<file path="src/rtl/core/rgbhsv_pkg.sv">
package rgbhsv_pkg;

    localparam int CH_W                  = 8;
    localparam int HUE_W                 = 15;
    localparam int HUE_FRACTION_BITS_DEF = 6;
    // 60 * diff needs 6 more bits than one channel
    localparam int HUE_NUM_W             = CH_W + 6;
    // 255 * delta
    localparam int SAT_DVD_W             = 2 * CH_W;

    typedef logic [1:0] sector_t;

    localparam sector_t SECTOR_RED   = 2'd0;
    localparam sector_t SECTOR_GREEN = 2'd1;
    localparam sector_t SECTOR_BLUE  = 2'd2;

    typedef struct packed {
        logic    gray;
        logic    neg;
        sector_t sector;
    } hue_meta_t;

endpackage

</file>
<file path="src/rtl/core/rgbhsv_front.sv">
module rgbhsv_front
(
    input  logic                               clk,
    input  logic                               rst_n,
    input  logic                               in_valid,
    input  logic [rgbhsv_pkg::CH_W-1:0]        red,
    input  logic [rgbhsv_pkg::CH_W-1:0]        green,
    input  logic [rgbhsv_pkg::CH_W-1:0]        blue,
    output logic                               out_valid,
    output logic [rgbhsv_pkg::CH_W-1:0]        bright,
    output logic [rgbhsv_pkg::CH_W-1:0]        delta,
    output logic [rgbhsv_pkg::SAT_DVD_W-1:0]   sat_dvd,
    output logic [rgbhsv_pkg::HUE_NUM_W-1:0]   hue_num,
    output rgbhsv_pkg::hue_meta_t              meta
);

    localparam int CW = rgbhsv_pkg::CH_W;

    logic [CW-1:0]         mx_next, mn_next;
    logic [CW-1:0]         delta_next;
    logic [CW:0]           diff_next;
    logic [CW-1:0]         absd_next;
    rgbhsv_pkg::hue_meta_t meta_next;

    logic                  v1_reg;
    logic [CW-1:0]         mx_reg, delta_reg, absd_reg;
    rgbhsv_pkg::hue_meta_t meta1_reg;

    logic                              v2_reg;
    logic [CW-1:0]                     mx2_reg, delta2_reg;
    logic [rgbhsv_pkg::SAT_DVD_W-1:0]  sat_dvd_reg;
    logic [rgbhsv_pkg::HUE_NUM_W-1:0]  hue_num_reg;
    rgbhsv_pkg::hue_meta_t             meta2_reg;

    always_comb
    begin
        mx_next = red;
        if (green > mx_next) mx_next = green;
        if (blue > mx_next) mx_next = blue;
        mn_next = red;
        if (green < mn_next) mn_next = green;
        if (blue < mn_next) mn_next = blue;
        delta_next = mx_next - mn_next;

        // red wins ties, then green
        if (red == mx_next)
        begin
            meta_next.sector = rgbhsv_pkg::SECTOR_RED;
            diff_next = {1'b0, green} - {1'b0, blue};
        end
        else if (green == mx_next)
        begin
            meta_next.sector = rgbhsv_pkg::SECTOR_GREEN;
            diff_next = {1'b0, blue} - {1'b0, red};
        end
        else
        begin
            meta_next.sector = rgbhsv_pkg::SECTOR_BLUE;
            diff_next = {1'b0, red} - {1'b0, green};
        end
        meta_next.neg  = diff_next[CW];
        meta_next.gray = (delta_next == '0);
        absd_next = diff_next[CW] ? CW'(-diff_next) : diff_next[CW-1:0];
    end

    always_ff @(posedge clk or negedge rst_n)
    begin
        if (!rst_n)
        begin
            v1_reg <= 1'b0;
            v2_reg <= 1'b0;
        end
        else
        begin
            v1_reg <= in_valid;
            v2_reg <= v1_reg;
        end
    end

    always_ff @(posedge clk)
    begin
        mx_reg     <= mx_next;
        delta_reg  <= delta_next;
        absd_reg   <= absd_next;
        meta1_reg  <= meta_next;

        mx2_reg    <= mx_reg;
        delta2_reg <= delta_reg;
        meta2_reg  <= meta1_reg;
        // 255*delta and 60*|diff| as shift and subtract
        sat_dvd_reg <= {delta_reg, {CW{1'b0}}} - rgbhsv_pkg::SAT_DVD_W'(delta_reg);
        hue_num_reg <= {absd_reg, 6'd0} - {4'd0, absd_reg, 2'd0};
    end

    assign out_valid = v2_reg;
    assign bright    = mx2_reg;
    assign delta     = delta2_reg;
    assign sat_dvd   = sat_dvd_reg;
    assign hue_num   = hue_num_reg;
    assign meta      = meta2_reg;

endmodule

</file>
<file path="src/rtl/core/rgbhsv_div.sv">
module rgbhsv_div
#(
    parameter int QUOT_W    = 8,
    parameter int DIVISOR_W = 8,
    parameter int TAG_W     = 1
)
(
    input  logic                          clk,
    input  logic                          rst_n,
    input  logic                          in_valid,
    input  logic [QUOT_W+DIVISOR_W-1:0]   dividend,
    input  logic [DIVISOR_W-1:0]          divisor,
    input  logic [TAG_W-1:0]              in_tag,
    output logic                          out_valid,
    output logic [QUOT_W-1:0]             quotient,
    output logic [TAG_W-1:0]              out_tag
);

    // One quotient bit per stage. The top DIVISOR_W bits of the dividend must
    // already be below the divisor, so QUOT_W steps give the whole quotient.
    localparam int EXT_W = QUOT_W + DIVISOR_W;

    logic                 valid_reg [QUOT_W];
    logic [DIVISOR_W-1:0] rem_reg   [QUOT_W];
    logic [DIVISOR_W-1:0] dvs_reg   [QUOT_W];
    logic [QUOT_W-1:0]    low_reg   [QUOT_W];
    logic [QUOT_W-1:0]    quo_reg   [QUOT_W];
    logic [TAG_W-1:0]     tag_reg   [QUOT_W];

    for (genvar i = 0; i < QUOT_W; i++)
    begin : g_step
        logic                 v_in;
        logic [DIVISOR_W-1:0] rem_in, dvs_in;
        logic [QUOT_W-1:0]    low_in, quo_in;
        logic [TAG_W-1:0]     tag_in;
        logic [DIVISOR_W:0]   trial;
        logic                 ge;
        logic [DIVISOR_W-1:0] rem_next;

        if (i == 0)
        begin : g_first
            assign v_in   = in_valid;
            assign rem_in = dividend[EXT_W-1 -: DIVISOR_W];
            assign low_in = dividend[QUOT_W-1:0];
            assign quo_in = '0;
            assign dvs_in = divisor;
            assign tag_in = in_tag;
        end
        else
        begin : g_rest
            assign v_in   = valid_reg[i-1];
            assign rem_in = rem_reg[i-1];
            assign low_in = low_reg[i-1];
            assign quo_in = quo_reg[i-1];
            assign dvs_in = dvs_reg[i-1];
            assign tag_in = tag_reg[i-1];
        end

        always_comb
        begin
            trial    = {rem_in, low_in[QUOT_W-1]};
            ge       = (trial >= {1'b0, dvs_in});
            rem_next = ge ? DIVISOR_W'(trial - {1'b0, dvs_in}) : trial[DIVISOR_W-1:0];
        end

        always_ff @(posedge clk or negedge rst_n)
        begin
            if (!rst_n)
            begin
                valid_reg[i] <= 1'b0;
            end
            else
            begin
                valid_reg[i] <= v_in;
            end
        end

        always_ff @(posedge clk)
        begin
            rem_reg[i] <= rem_next;
            low_reg[i] <= {low_in[QUOT_W-2:0], 1'b0};
            quo_reg[i] <= {quo_in[QUOT_W-2:0], ge};
            dvs_reg[i] <= dvs_in;
            tag_reg[i] <= tag_in;
        end
    end

    assign out_valid = valid_reg[QUOT_W-1];
    assign quotient  = quo_reg[QUOT_W-1];
    assign out_tag   = tag_reg[QUOT_W-1];

endmodule

</file>
<file path="src/rtl/core/rgbhsv_back.sv">
module rgbhsv_back
#(
    parameter int HUE_FRACTION_BITS = rgbhsv_pkg::HUE_FRACTION_BITS_DEF,
    parameter int QUOT_W            = 12
)
(
    input  logic                          clk,
    input  logic                          rst_n,
    input  logic                          in_valid,
    input  logic [QUOT_W-1:0]             hue_q,
    input  logic [QUOT_W-1:0]             sat_q,
    input  rgbhsv_pkg::hue_meta_t         meta,
    input  logic [rgbhsv_pkg::CH_W-1:0]   bright_in,
    output logic                          done,
    output logic [rgbhsv_pkg::HUE_W-1:0]  hue,
    output logic [rgbhsv_pkg::CH_W-1:0]   saturation,
    output logic [rgbhsv_pkg::CH_W-1:0]   brightness
);

    localparam int HUE_SIXTH  = 60 << HUE_FRACTION_BITS;
    localparam int HUE_CIRCLE = 6 * HUE_SIXTH;
    localparam int FULL_W     = $clog2(HUE_CIRCLE);

    logic [FULL_W-1:0]             base, q_ext, hue_full;
    logic                          done_reg;
    logic [rgbhsv_pkg::HUE_W-1:0]  hue_reg;
    logic [rgbhsv_pkg::CH_W-1:0]   sat_reg, bright_reg;

    always_comb
    begin
        case (meta.sector)
            rgbhsv_pkg::SECTOR_RED:   base = '0;
            rgbhsv_pkg::SECTOR_GREEN: base = FULL_W'(2 * HUE_SIXTH);
            default:                  base = FULL_W'(4 * HUE_SIXTH);
        endcase
        q_ext = FULL_W'(hue_q);
        if (meta.gray)
            hue_full = '0;
        else if (!meta.neg)
            hue_full = base + q_ext;
        else if ((meta.sector == rgbhsv_pkg::SECTOR_RED) && (q_ext != '0))
            hue_full = FULL_W'(HUE_CIRCLE) - q_ext;   // wrap below zero
        else
            hue_full = base - q_ext;
    end

    always_ff @(posedge clk or negedge rst_n)
    begin
        if (!rst_n)
        begin
            done_reg <= 1'b0;
        end
        else
        begin
            done_reg <= in_valid;
        end
    end

    always_ff @(posedge clk)
    begin
        hue_reg    <= rgbhsv_pkg::HUE_W'(hue_full);
        sat_reg    <= meta.gray ? '0 : sat_q[rgbhsv_pkg::CH_W-1:0];
        bright_reg <= bright_in;
    end

    assign done       = done_reg;
    assign hue        = hue_reg;
    assign saturation = sat_reg;
    assign brightness = bright_reg;

endmodule

</file>
<file path="src/rtl/core/rgb_to_hsv_converter.sv">
// RGB to HSV converter, fully pipelined.
//
// Input: drive red, green and blue with start high; a pixel word is taken
// at every clock edge where start is high and busy is low. busy is always
// low, so a new pixel may enter every cycle.
// Output: done is high for exactly one cycle with hue, saturation and
// brightness of one pixel; results leave in input order. The receiver
// cannot stall, so it must take each word in the cycle done is high.
// Hue is in units of 1/2^HUE_FRACTION_BITS degree, masked to 15 bits.
// Two front stages find max, min and the dividends, each divider
// pipeline resolves one quotient bit per stage, and one stage assembles
// the hue. Throughput is one pixel per cycle.
// Reset clears all valid bits in flight; no result appears after reset
// until a pixel is taken.
module rgb_to_hsv_converter
#(
    parameter int HUE_FRACTION_BITS = rgbhsv_pkg::HUE_FRACTION_BITS_DEF
)
(
    input  logic                          clk,
    input  logic                          rst_n,
    input  logic                          start,
    output logic                          busy,
    input  logic [rgbhsv_pkg::CH_W-1:0]   red,
    input  logic [rgbhsv_pkg::CH_W-1:0]   green,
    input  logic [rgbhsv_pkg::CH_W-1:0]   blue,
    output logic                          done,
    output logic [rgbhsv_pkg::HUE_W-1:0]  hue,
    output logic [rgbhsv_pkg::CH_W-1:0]   saturation,
    output logic [rgbhsv_pkg::CH_W-1:0]   brightness
);

    localparam int CW         = rgbhsv_pkg::CH_W;
    localparam int HUE_Q_W    = 6 + HUE_FRACTION_BITS;
    localparam int DIV_STAGES = (HUE_Q_W > CW) ? HUE_Q_W : CW;
    localparam int EXT_W      = DIV_STAGES + CW;
    localparam int META_W     = $bits(rgbhsv_pkg::hue_meta_t);
    localparam int LATENCY    = 3 + DIV_STAGES;
    localparam int HUE_CIRCLE = 360 << HUE_FRACTION_BITS;

    logic                              fr_valid;
    logic [CW-1:0]                     fr_bright, fr_delta;
    logic [rgbhsv_pkg::SAT_DVD_W-1:0]  fr_sat_dvd;
    logic [rgbhsv_pkg::HUE_NUM_W-1:0]  fr_hue_num;
    rgbhsv_pkg::hue_meta_t             fr_meta;

    logic [EXT_W-1:0]       sat_dvd_ext, hue_dvd_ext;
    logic                   hdiv_valid, sdiv_valid;
    logic [DIV_STAGES-1:0]  hdiv_q, sdiv_q;
    logic [META_W-1:0]      hdiv_tag;
    logic [CW-1:0]          sdiv_tag;
    rgbhsv_pkg::hue_meta_t  bk_meta;

    // pipeline never holds off a word
    assign busy = 1'b0;

    rgbhsv_front u_front
    (
        .clk       (clk),
        .rst_n     (rst_n),
        .in_valid  (start && !busy),
        .red       (red),
        .green     (green),
        .blue      (blue),
        .out_valid (fr_valid),
        .bright    (fr_bright),
        .delta     (fr_delta),
        .sat_dvd   (fr_sat_dvd),
        .hue_num   (fr_hue_num),
        .meta      (fr_meta)
    );

    assign sat_dvd_ext = EXT_W'(fr_sat_dvd);
    assign hue_dvd_ext = EXT_W'(fr_hue_num) << HUE_FRACTION_BITS;

    rgbhsv_div
    #(
        .QUOT_W    (DIV_STAGES),
        .DIVISOR_W (CW),
        .TAG_W     (META_W)
    )
    u_hue_div
    (
        .clk       (clk),
        .rst_n     (rst_n),
        .in_valid  (fr_valid),
        .dividend  (hue_dvd_ext),
        .divisor   (fr_delta),
        .in_tag    (fr_meta),
        .out_valid (hdiv_valid),
        .quotient  (hdiv_q),
        .out_tag   (hdiv_tag)
    );

    rgbhsv_div
    #(
        .QUOT_W    (DIV_STAGES),
        .DIVISOR_W (CW),
        .TAG_W     (CW)
    )
    u_sat_div
    (
        .clk       (clk),
        .rst_n     (rst_n),
        .in_valid  (fr_valid),
        .dividend  (sat_dvd_ext),
        .divisor   (fr_bright),
        .in_tag    (fr_bright),
        .out_valid (sdiv_valid),
        .quotient  (sdiv_q),
        .out_tag   (sdiv_tag)
    );

    assign bk_meta = rgbhsv_pkg::hue_meta_t'(hdiv_tag);

    rgbhsv_back
    #(
        .HUE_FRACTION_BITS (HUE_FRACTION_BITS),
        .QUOT_W            (DIV_STAGES)
    )
    u_back
    (
        .clk        (clk),
        .rst_n      (rst_n),
        .in_valid   (hdiv_valid && sdiv_valid),
        .hue_q      (hdiv_q),
        .sat_q      (sdiv_q),
        .meta       (bk_meta),
        .bright_in  (sdiv_tag),
        .done       (done),
        .hue        (hue),
        .saturation (saturation),
        .brightness (brightness)
    );

`ifndef SYNTHESIS
    a_div_lockstep : assert property (@(posedge clk) disable iff (!rst_n)
        hdiv_valid == sdiv_valid)
        else $error("hue and saturation dividers out of step");

    a_latency : assert property (@(posedge clk) disable iff (!rst_n)
        start && !busy |-> ##LATENCY done)
        else $error("result word missing at expected latency");

    a_gray_hue : assert property (@(posedge clk) disable iff (!rst_n)
        done && (saturation == '0) |-> (hue == '0))
        else $error("zero saturation with nonzero hue");

    a_black : assert property (@(posedge clk) disable iff (!rst_n)
        done && (brightness == '0) |-> (saturation == '0))
        else $error("black pixel with nonzero saturation");

    a_hue_range : assert property (@(posedge clk) disable iff (!rst_n)
        done && (HUE_CIRCLE < (1 << rgbhsv_pkg::HUE_W))
        |-> (32'(hue) < HUE_CIRCLE))
        else $error("hue beyond full circle");
`endif

endmodule
</file>
<file path="config.mk">
export PLATFORM = sky130hd
export DESIGN_NAME = rgb_to_hsv_converter
export DESIGN_NICKNAME = d
export VERILOG_FILES = /design/src/rtl/core/rgbhsv_pkg.sv /design/src/rtl/core/rgbhsv_front.sv /design/src/rtl/core/rgbhsv_div.sv /design/src/rtl/core/rgbhsv_back.sv /design/src/rtl/core/rgb_to_hsv_converter.sv
export SDC_FILE = /design/constraint.sdc
export NUM_CORES = 1
export LEC_CHECK = 0
export ABC_AREA = 1
export BUFFER_PORTS_ARGS = -buffer_cell sky130_fd_sc_hd__buf_2
export CAP_MARGIN = 5
export CELL_PAD_IN_SITES_DETAIL_PLACEMENT = 0
export CELL_PAD_IN_SITES_GLOBAL_PLACEMENT = 1
export CORE_MARGIN = 3
export CORE_UTILIZATION = 45
export CTS_CLUSTER_SIZE = 16
export DETAILED_ROUTE_END_ITERATION = 7
export PLACE_DENSITY_LB_ADDON = 0.12
export SLEW_MARGIN = 20
export SYNTH_ARGS = -nofsm -noshare
export SYNTH_HDL_FRONTEND = slang
export SYNTH_SLANG_ARGS = --single-unit
</file>
<file path="constraint.sdc">
create_clock -name clk -period 3.24 [get_ports clk]
set_clock_uncertainty 0.1 [all_clocks]
set_input_delay 0.648 -clock clk [delete_from_list [all_inputs] [get_ports clk]]
set_output_delay 0.648 -clock clk [all_outputs]
set_load 0.03 [all_outputs]
</file>
==> results of run 1 <==
-- metrics by stage --
step                      cell area [um2]  worst slack, ns
final                               33400           -0.778
after global routing                33400           -0.980
after CTS                           32900           -0.683
after detailed placement            29700            -1.54
after global placement              29700            -1.47
after floorplan                     27400            -1.18
-- what timing repair did --
action                     4_1_cts  5_1_grt
pin swaps                       54       64
setup endpoints to repair       20       20
hold buffers                     1        0
cloned                           2        1
resized for setup              127       72
hold endpoints to repair        15        0
buffers inserted                25       21
-- critical path, delay by kind of cell --
family	cells	cell delay (ns)
simple gates	17	1.74
xor+xnor	1	0.14
fa+ha+maj	3	0.66
compound gates	3	0.46
buf+inv	9	0.76
-- logic make-up (layout without fill, tap and decap cells) --
family	Yosys count	after routing	synth area share, %
AND/OR/NAND/NOR	865	866	13.6
flip-flops	704	704	52.1
buffers and inverters	510	865	7.15
AO/OA/AOI/OAI	460	460	9.07
adder cells (fa/ha/maj)	274	274	13.3
XOR/XNOR	147	147	4.73
other	1	1	0.0138
-- cell usage in the layout, fill, tap and decap left out, types with 41 or more instances in the layout --
cell type  count
clkbuf_16     75
dfxtp_1      688
buf_2         52
nand2_1      283
nand2_2       45
o21ai_0      136
nand3_1       69
nor2_1       303
inv_1        455
xor2_1       111
nor3_1        41
ha_1         231
buf_4        179
a21oi_1      229
-- power by group through the flow --
stage,Sequential [mW],Clock [mW],Combinational [mW]
2_1_floorplan,14.1,0,12.2
3_3_place_gp,14.5,0,15.7
3_5_place_dp,14.6,0,16.0
4_1_cts,14.4,8.86,16.4
5_1_grt,14.8,9.20,19.1
6_report,14.4,8.58,16.5
-- worst min-delay path by stage --
stage,start,to,slack [ns]
after CTS,start,u_front.v1_reg,0.002
after global placement,u_sat_div.quo_reg[7][2],u_sat_div.quo_reg[8][3],0.21
after floorplan,u_sat_div.tag_reg[11][0],u_back.brightness[0],0.21
after global routing,start,u_front.v1_reg,0.02
after detailed placement,u_front.hue_num[4],u_hue_div.low_reg[0][10],0.21
final,start,u_front.v1_reg,0.06
-- layer usage --
layer / track usage [%] / share of wire, % / vias to the layer above
li1: - / - / 10100
met3: 2.67 / 3.1 / 103
met1: 20.8 / 45 / 8698
met2: 31.1 / 49 / 242
met5: 0 / 0 / -
met4: 7.07 / 3.0 / 0
-- area by class of cell --
class	instances	area (um2)
clock buffers	96	2050
clock inverters	35	475
fillers	5248	26100
inverters	476	1810
multi-input cells	1748	12000
flip-flops and latches	704	14200
well taps	773	967
repair buffers	258	1950
==> results.cfg, run 1 <==
[status]
outcome = finished, violations left
violations_in_the_final_reports = setup timing

[clocking]
root_buffer = clkbuf_16
cts_made_buffers = 72
path_clk_slew_ns = 0.06
cts_sinks = 704
clk-insertion-delay-late_ns = 0.60
cts_tree = done
htree_num_levels = 3
buffers_from_clock_root_to_sink_at_most = 3

[logic_synthesis]
postSynthNetCount = 3262
synth.avg_cell_area_um2 = 9.19
synth.yosys.seq_area_share_pct = 52.1
ys_warn_count = 0
synth_edf_count = 0
synth_cell_type_count = 53
synthArstFlopShare_pct = 2.13
ys_ff_latch = 704
synthesis.instances = 2961
synth_top_area_cell = dfxtp_1
netlist_top_cells_area = dfxtp_1 51%, ha_1 11%, inv_1 6.5%, nand2_1 4.5%, a21oi_1 4.3%
post_synth_instance_area_um2 = 27200
synth.cells.most_frequent = 689 x dfxtp_1, 470 x inv_1, 328 x nand2_1
post-synth-top-count-cell = dfxtp_1
netlist.area_leader.share_pct = 50.7
postSynth.topFlopCell = dfxtp_1

[timing]
final.hold.worst_slack_ns = 0.0581
max_freq_ghz = 0.249
unrepaired_setup_endpoints_after_global_routing = true
fin_crit_ns = 4.02
slew_viol_final = 0
max_slew_margin_pct = 33.3
worst_pin_slew_ns = 0.984
post-route-period-util_pct = 124
finalSetupViolations = 20
final.setup.tns_ns = -10.62
setup_slack_after_layout_ns = -0.778
finalHoldViolations = 0

[detailed_routing]
routed_wl_um = 54500
initialDrtViolationCount = 801
average_wire_per_standard_cell_um = 13.3
dr.pass1.iters = 5
drcViolationCount = 0
detailroute.via_count = 19100
post_drt_via_cell_ratio = 4.68
ant_nets = 0

[worst_setup_path]
cp-end-kind = flip-flop
regToRegEndpoint = u_hue_div.rem_reg[0][4]
crit_path_top_delay_cell = ha_4
critical_path.most_common_cell = nand2_2
timing.rr.start = u_front.delta[2]
data_arrival_time_of_the_worst_path_ns = 4.41
rrSetupSlack_ns = 0.39
setup.worst_path.end = u_front.absd_reg[2]
setup.worst_path.start_class = primary input
timing.critical_path.required_ns = 3.63
setup.worst_path.class = in2reg
worst_r2r_path_depth = 15
slowest_delay_ns = 0.28
worst_setup_path_startpoint = green[5]
timing.critical_path.fanout_max = 8

[floorplan]
die_width_um = 252
initial_core_utilization_pct = 45.8
boundaryPins = 60
die_h_um = 252
std_cell_rows = 89
dieArea_um2 = 63500
placeableCoreArea_um2 = 59500

[placed_design]
dpl.cell_count = 3910
gpl.final_weighted_congestion = 0.890
port-buffer-count = 58
dp_hpwl_um = 41900

[power]
irDropWorstVdd_mv = 0.522
power_density_nw_per_um2 = 1180
p_int_mw = 24.8
netSwitchingPower_mw = 14.7
power.sequential.fraction_pct = 36.4
switching_share_pct = 37.3
power.share.clock_pct = 21.7
combinationalPowerShare_pct = 41.9
static_leakage_nw = 16.3
post-layout-total-power_mw = 39.5

[global_routing]
first_global_vias = 19300
grt_start_max_net_pins = 24
gr-total-overflow = 0
wire_length_of_the_first_global_routing_pass_um = 90300
globalRouteTotalUtil_pct = 17.3
antenna_found_initial = 0

[layout]
fin_cells = 4090
final_nets = 3561
syn_to_final_growth_pct = 22.7
post-route-util_pct = 56.1
final_layout_size_suffix_gt1_share_pct = 17.2
diodes = 0

[run]
cap_violations = 0

[min_path]
min_path_cells = 1
hold_path_class = in2reg
Note: power is estimated with default switching activity, not from simulation.
==> inputs of run 2 (changes only) <==
Settings changed: ABC_AREA 1 to unset.
==> run 2 against run 1 <==
  * Final cell count shrank 7.3%
  * The flow still finishes with violations (setup timing)
  * Sequential power is essentially flat
  * Utilization shrank 0.47 points
==> results.cfg, run 2 <==
[status]
outcome = finished, violations left
violations_in_the_final_reports = setup timing

[logic_synthesis]
ys_warn_count = 0
synth.avg_cell_area_um2 = 10.2
postSynth.topFlopCell = dfxtp_1
postSynthNetCount = 2963
netlist.area_leader.share_pct = 50.8
synth.yosys.seq_area_share_pct = 52.1
synthArstFlopShare_pct = 2.13
synth_cell_type_count = 79
post_synth_instance_area_um2 = 27200
synth_top_area_cell = dfxtp_1
synthesis.instances = 2662
synth.cells.most_frequent = 689 x dfxtp_1, 315 x inv_1, 248 x ha_1
post-synth-top-count-cell = dfxtp_1
synth_edf_count = 0
ys_ff_latch = 704
netlist_top_cells_area = dfxtp_1 51%, ha_1 11%, o21ai_0 4.5%, inv_1 4.4%, nand2_1 2.5%

[worst_setup_path]
timing.critical_path.required_ns = 3.61
setup.worst_path.start_class = primary input
timing.critical_path.fanout_max = 7
data_arrival_time_of_the_worst_path_ns = 5.25
setup.worst_path.class = in2reg
rrSetupSlack_ns = 0.32
cp-end-kind = flip-flop

[timing]
max_freq_ghz = 0.205
max_slew_margin_pct = 47.0
unrepaired_setup_endpoints_after_global_routing = true
final.setup.tns_ns = -27.76
fin_crit_ns = 4.88
final.hold.worst_slack_ns = 0.0739
worst_pin_slew_ns = 0.793
finalSetupViolations = 28
finalHoldViolations = 0
slew_viol_final = 0
setup_slack_after_layout_ns = -1.64
post-route-period-util_pct = 151

[detailed_routing]
drcViolationCount = 0
detailed_route_wirelength_on_metal3_um = 1720
top_layer = met4
routed_wl_um = 52600
dr.pass1.iters = 4
m1WireLength_um = 21800
detailroute.via_count = 18200
post_drt_via_cell_ratio = 4.81
ant_nets = 0
wl_met2_um = 26200
average_wire_per_standard_cell_um = 13.9
initialDrtViolationCount = 636

[clocking]
cts_sinks = 704
root_buffer = clkbuf_16
buffers_from_clock_root_to_sink_at_most = 3
clk-insertion-delay-late_ns = 0.58
cts_made_buffers = 71
htree_num_levels = 3
path_clk_slew_ns = 0.06
cts_tree = done

[placed_design]
gpl.final_weighted_congestion = 0.924
port-buffer-count = 58
dp_hpwl_um = 41100
postPlaceCellArea_um2 = 29800

[power]
power_density_nw_per_um2 = 1170
static_leakage_nw = 15.5
post-layout-total-power_mw = 38.6
irDropWorstVdd_mv = 0.438

[run]
cap_violations = 0

[layout]
final.fill_count = 5108
syn_to_final_growth_pct = 21.6
layout_common_cells = 688 x dfxtp_1, 300 x inv_1, 240 x o21ai_0, 233 x ha_1, 181 x buf_4
final_nets = 3265
final_common_cell = dfxtp_1
final_layout_size_suffix_gt1_share_pct = 17.3
diodes = 0
fin_area_um2 = 33000

[global_routing]
antenna_found_initial = 0
globalRouteTotalUtil_pct = 16.6
gr-total-overflow = 0
grt_start_max_net_pins = 25
wire_length_of_the_first_global_routing_pass_um = 86400
first_global_vias = 18500

[floorplan]
boundaryPins = 60
initial_core_utilization_pct = 45.8
dieArea_um2 = 63400
std_cell_rows = 89
placeableCoreArea_um2 = 59400
die_width_um = 252
die_h_um = 252

[min_path]
hold_path_class = in2reg
==> run 2: cell count changes after synthesis, moves of 48 or more <==
| cell | change |
|---|---|
| nand3_1 | -78 |
| xor2_1 | -52 |
| a21oi_1 | -154 |
| and2_1 | +48 |
| inv_1 | -155 |
| o21ai_0 | +91 |
| nor2b_1 | +75 |
| a21o_1 | +50 |
| nor2_1 | -163 |
| nand2b_1 | +68 |
| nand2_1 | -144 |
==> run 2: critical path, cell delays in order <==
cell        delay, ns
buf_8            0.08
clkinvlp_4       0.10
ha_4             0.30
nand3b_1         0.12
a211oi_2         0.23
buf_4            0.19
o21ai_2          0.06
a21boi_4         0.16
ha_4             0.27
nor2b_4          0.17
buf_6            0.11
o221ai_2         0.08
a211o_1          0.31
a31oi_4          0.19
nand2_4          0.10
buf_6            0.14
buf_12           0.12
buf_6            0.11
buf_6            0.12
a21oi_4          0.18
xnor2_2          0.08
or4_4            0.58
buf_6            0.18
mux2i_4          0.18
nor2_2           0.17
a31oi_2          0.12
xnor2_1          0.13
==> run 2: area by class of cell <==
class	instances	area, um2	area share, %
Tap cell	773	967	2.93
Multi-Input combinational cell	1604	12300	37.2
Timing Repair Buffer	267	1980	6.00
Inverter	316	1200	3.64
Sequential cell	704	14200	42.9
Clock inverter	29	348	1.05
Clock buffer	98	2070	6.27
==> run 2: final timing paths <==
check                                                end  cells after the start                     start
worst min-delay path                      u_front.v1_reg                      1                     start
worst max register to register   u_sat_div.rem_reg[5][3]                     16   u_sat_div.tag_reg[9][1]
max in group asynchronous       u_hue_div.g_step[3].v_in                      2                     rst_n
worst min register to register   u_sat_div.low_reg[2][5]                      0  u_sat_div.low_reg[1][15]
min in group asynchronous            u_hue_div.out_valid                      2                     rst_n
worst max-delay path                 u_front.absd_reg[7]                     27                  green[2]
==> run 2: metrics by stage <==
stage                     instances  setup WS [ns]  util, %
after CTS                      3781          -1.66     55.1
after global routing           3791          -1.83     55.7
after detailed placement       3637          -2.50     50.2
after floorplan                2662          -2.24        -
after global placement         3637          -2.41     50.2
final                          3791          -1.64     55.7
==> run 2: layer usage <==
layer	vias to the layer above	track usage [%]
li1	9495	-
met1	8361	18.1
met2	250	30.3
met3	141	2.85
met4	0	9.28
met5	-	0
==> run 2: what timing repair did <==
action / in CTS / in global routing
pin swaps: 37 / 34
endpoints found under the setup margin: 28 / 47
buffers inserted: 20 / 14
gates resized for setup: 71 / 72
endpoints found under the hold margin: 15 / 0
hold buffers: 1 / 0
==> run 2: kinds of logic after synthesis <==
logic type	count (synthesis)	share of synthesized area, %
flip-flops	704	52.1
AND/OR/NAND/NOR	639	11.8
AO/OA/AOI/OAI	528	12.1
buffers and inverters	354	5.05
adder cells (fa/ha/maj)	275	13.4
XOR/XNOR	128	4.13
multiplexers	33	1.42
other	1	0.0138
==> run 2: power by group <==
group / internal (mW) / total (mW) / switching [mW]
Clock: 4.98 / 8.20 / 3.22
Combinational: 7.40 / 16.0 / 8.58
Sequential: 12.6 / 14.4 / 1.80
==> inputs of run 3 (changes only) <==
Settings changed: CORE_MARGIN 3 to 1.5.
==> run 3 against run 2 <==
  * The run still ends with setup timing left
  * Clock-buffer cell count up 6
  * Sequential share of layout area up 0.094 points
  * Global-route usage up 0.79 points
  * Critical path depth down 3
  * Critical path type unchanged
  * Highest routed layer unchanged
  * Routed wire length up 1.7%
  * Register-to-register slack worse by 0.10 ns
  * Via count up 0.15%
  * Largest cell class unchanged
  * Clock power about the same
==> results.cfg, run 3 (synthesis gave the netlist of run 2 again) <==
[global_routing]
globalRouteTotalUtil_pct = 17.3
antenna_found_initial = 0
first_global_vias = 18400
grt_start_max_net_pins = 25
gr-total-overflow = 0
wire_length_of_the_first_global_routing_pass_um = 87900

[floorplan]
die_h_um = 249
dieArea_um2 = 61900
placeableCoreArea_um2 = 59400
initial_core_utilization_pct = 45.8
die_width_um = 249
std_cell_rows = 89
boundaryPins = 60

[timing]
max_freq_ghz = 0.204
post-route-period-util_pct = 151
unrepaired_setup_endpoints_after_global_routing = true
finalHoldViolations = 0
finalSetupViolations = 28
fin_crit_ns = 4.91
max_slew_margin_pct = 46.9
setup_slack_after_layout_ns = -1.67
slew_viol_final = 0
worst_pin_slew_ns = 0.795

[run]
cap_violations = 0

[placed_design]
dp_hpwl_um = 41900
dpl.cell_count = 3632
port-buffer-count = 58
gpl.final_weighted_congestion = 0.914
place_ws_ns = -2.50

[clocking]
buffers_from_clock_root_to_sink_at_most = 3
path_clk_slew_ns = 0.06
cts_sinks = 704
cts_tree = done
htree_num_levels = 3
clk-insertion-delay-late_ns = 0.60
root_buffer = clkbuf_16
cts_made_buffers = 73

[detailed_routing]
ant_nets = 0
average_wire_per_standard_cell_um = 14.2
detailed_route_wirelength_on_metal3_um = 1670
initialDrtViolationCount = 586
drcViolationCount = 0
top_layer = met4
dr.pass1.iters = 4
m1WireLength_um = 22900
routed_wl_um = 53500
detailroute.via_count = 18300
wl_met2_um = 26700
post_drt_via_cell_ratio = 4.83

[layout]
final_layout_size_suffix_gt1_share_pct = 16.7
layout_common_cells = 686 x dfxtp_1, 302 x inv_1, 240 x o21ai_0, 234 x ha_1, 179 x nand2_1
final_common_cell = dfxtp_1
final_nets = 3255
diodes = 0
syn_to_final_growth_pct = 21.3
post-route-util_pct = 55.6
fin_cells = 3780

[worst_setup_path]
timing.critical_path.fanout_max = 7
cp-end-kind = flip-flop
setup.worst_path.class = in2reg
slowest_delay_ns = 0.49
data_arrival_time_of_the_worst_path_ns = 5.29
timing.critical_path.required_ns = 3.62
crit_path_top_delay_cell = or4_4
path_cells = buf_8, clkinvlp_4, ha_4, nand3b_1, a211oi_2, buf_4, nor2_4, a21boi_4, ha_4, nor2b_4, o311a_1, o32ai_4, a31oi_4, nand2_4, buf_6, mux2_4, xnor2_2, nand4_1, or4_4, buf_12, mux2_4, nor2_4, a31oi_1, xnor2_1
setup.worst_path.start_class = primary input

[min_path]
hold_path_class = in2reg

[power]
irDropWorstVdd_mv = 0.485
static_leakage_nw = 15.4
power_density_nw_per_um2 = 1170
post-layout-total-power_mw = 38.6

[status]
outcome = finished, violations left
violations_in_the_final_reports = setup timing
-- run 3: final cells by class --
| class | instances | area, um2 |
|---|---|---|
| sequential | 704 | 14200 |
| timing repair buffer | 255 | 1950 |
| clock inverter | 24 | 293 |
| clock buffer | 104 | 2120 |
| fill | 5144 | 26400 |
| tap | 773 | 967 |
| inverter | 316 | 1220 |
| multi-input combinational | 1604 | 12200 |
-- run 3: worst max-delay path: cells and delay by family --
kind	cells	cell delay, ns
buffers and inverters	5	0.66
xor gates and xnor gates	2	0.26
and+or+nand+nor	7	1.21
muxes	2	0.64
adders and majority gates	2	0.52
AOI/OAI and AO/OA	6	1.32
-- run 3: per-stage QoR --
step | hold WS, ns | area [um2] | setup TNS (ns)
floorplan | 0.210 | 27400 | -39.07
global placement | 0.210 | 29800 | -46.77
detailed placement | 0.212 | 29800 | -48.94
CTS | 0.0155 | 32700 | -24.55
global route | 0.0181 | 33000 | -32.18
finish | 0.0584 | 33000 | -27.61
-- run 3: what timing repair did --
action,4_1_cts,5_1_grt
resized for setup,89,50
setup buffers,10,10
setup endpoints to repair,28,47
endpoints found under the hold margin,15,0
pin swaps,18,14
hold buffers,1,0
gates cloned,1,0
-- run 3: layer usage --
| metal | global-route usage, % | vias to the layer above |
|---|---|---|
| met5 | 0 | - |
| met4 | 8.29 | 0 |
| met3 | 3.06 | 119 |
| met2 | 31.7 | 237 |
| met1 | 19.4 | 8425 |
| li1 | - | 9494 |
-- run 3: path summary, 6_finish.rpt --
kind / slack, ns / depth (start not counted) / endpoint / start
setup / recovery: -1.67 / 24 / u_front.absd_reg[7] / green[2]
hold / removal: 0.06 / 1 / u_front.v1_reg / start
setup reg to reg: 0.22 / 14 / u_sat_div.rem_reg[1][0] / u_sat_div.tag_reg[1][1]
hold reg to reg: 0.21 / 0 / u_sat_div.low_reg[1][17] / u_sat_div.low_reg[1][5]
max in group asynchronous: 2.40 / 2 / u_back.done / rst_n
min in group asynchronous: 0.40 / 2 / u_hue_div.g_step[7].v_in / rst_n
-- run 3: where the power goes --
part / internal, mW / switching, mW / total (mW)
registers: 12.7 / 1.82 / 14.5
logic: 7.34 / 8.59 / 15.9
clock network: 4.98 / 3.25 / 8.23
total: 25.0 / 13.7 / 38.6
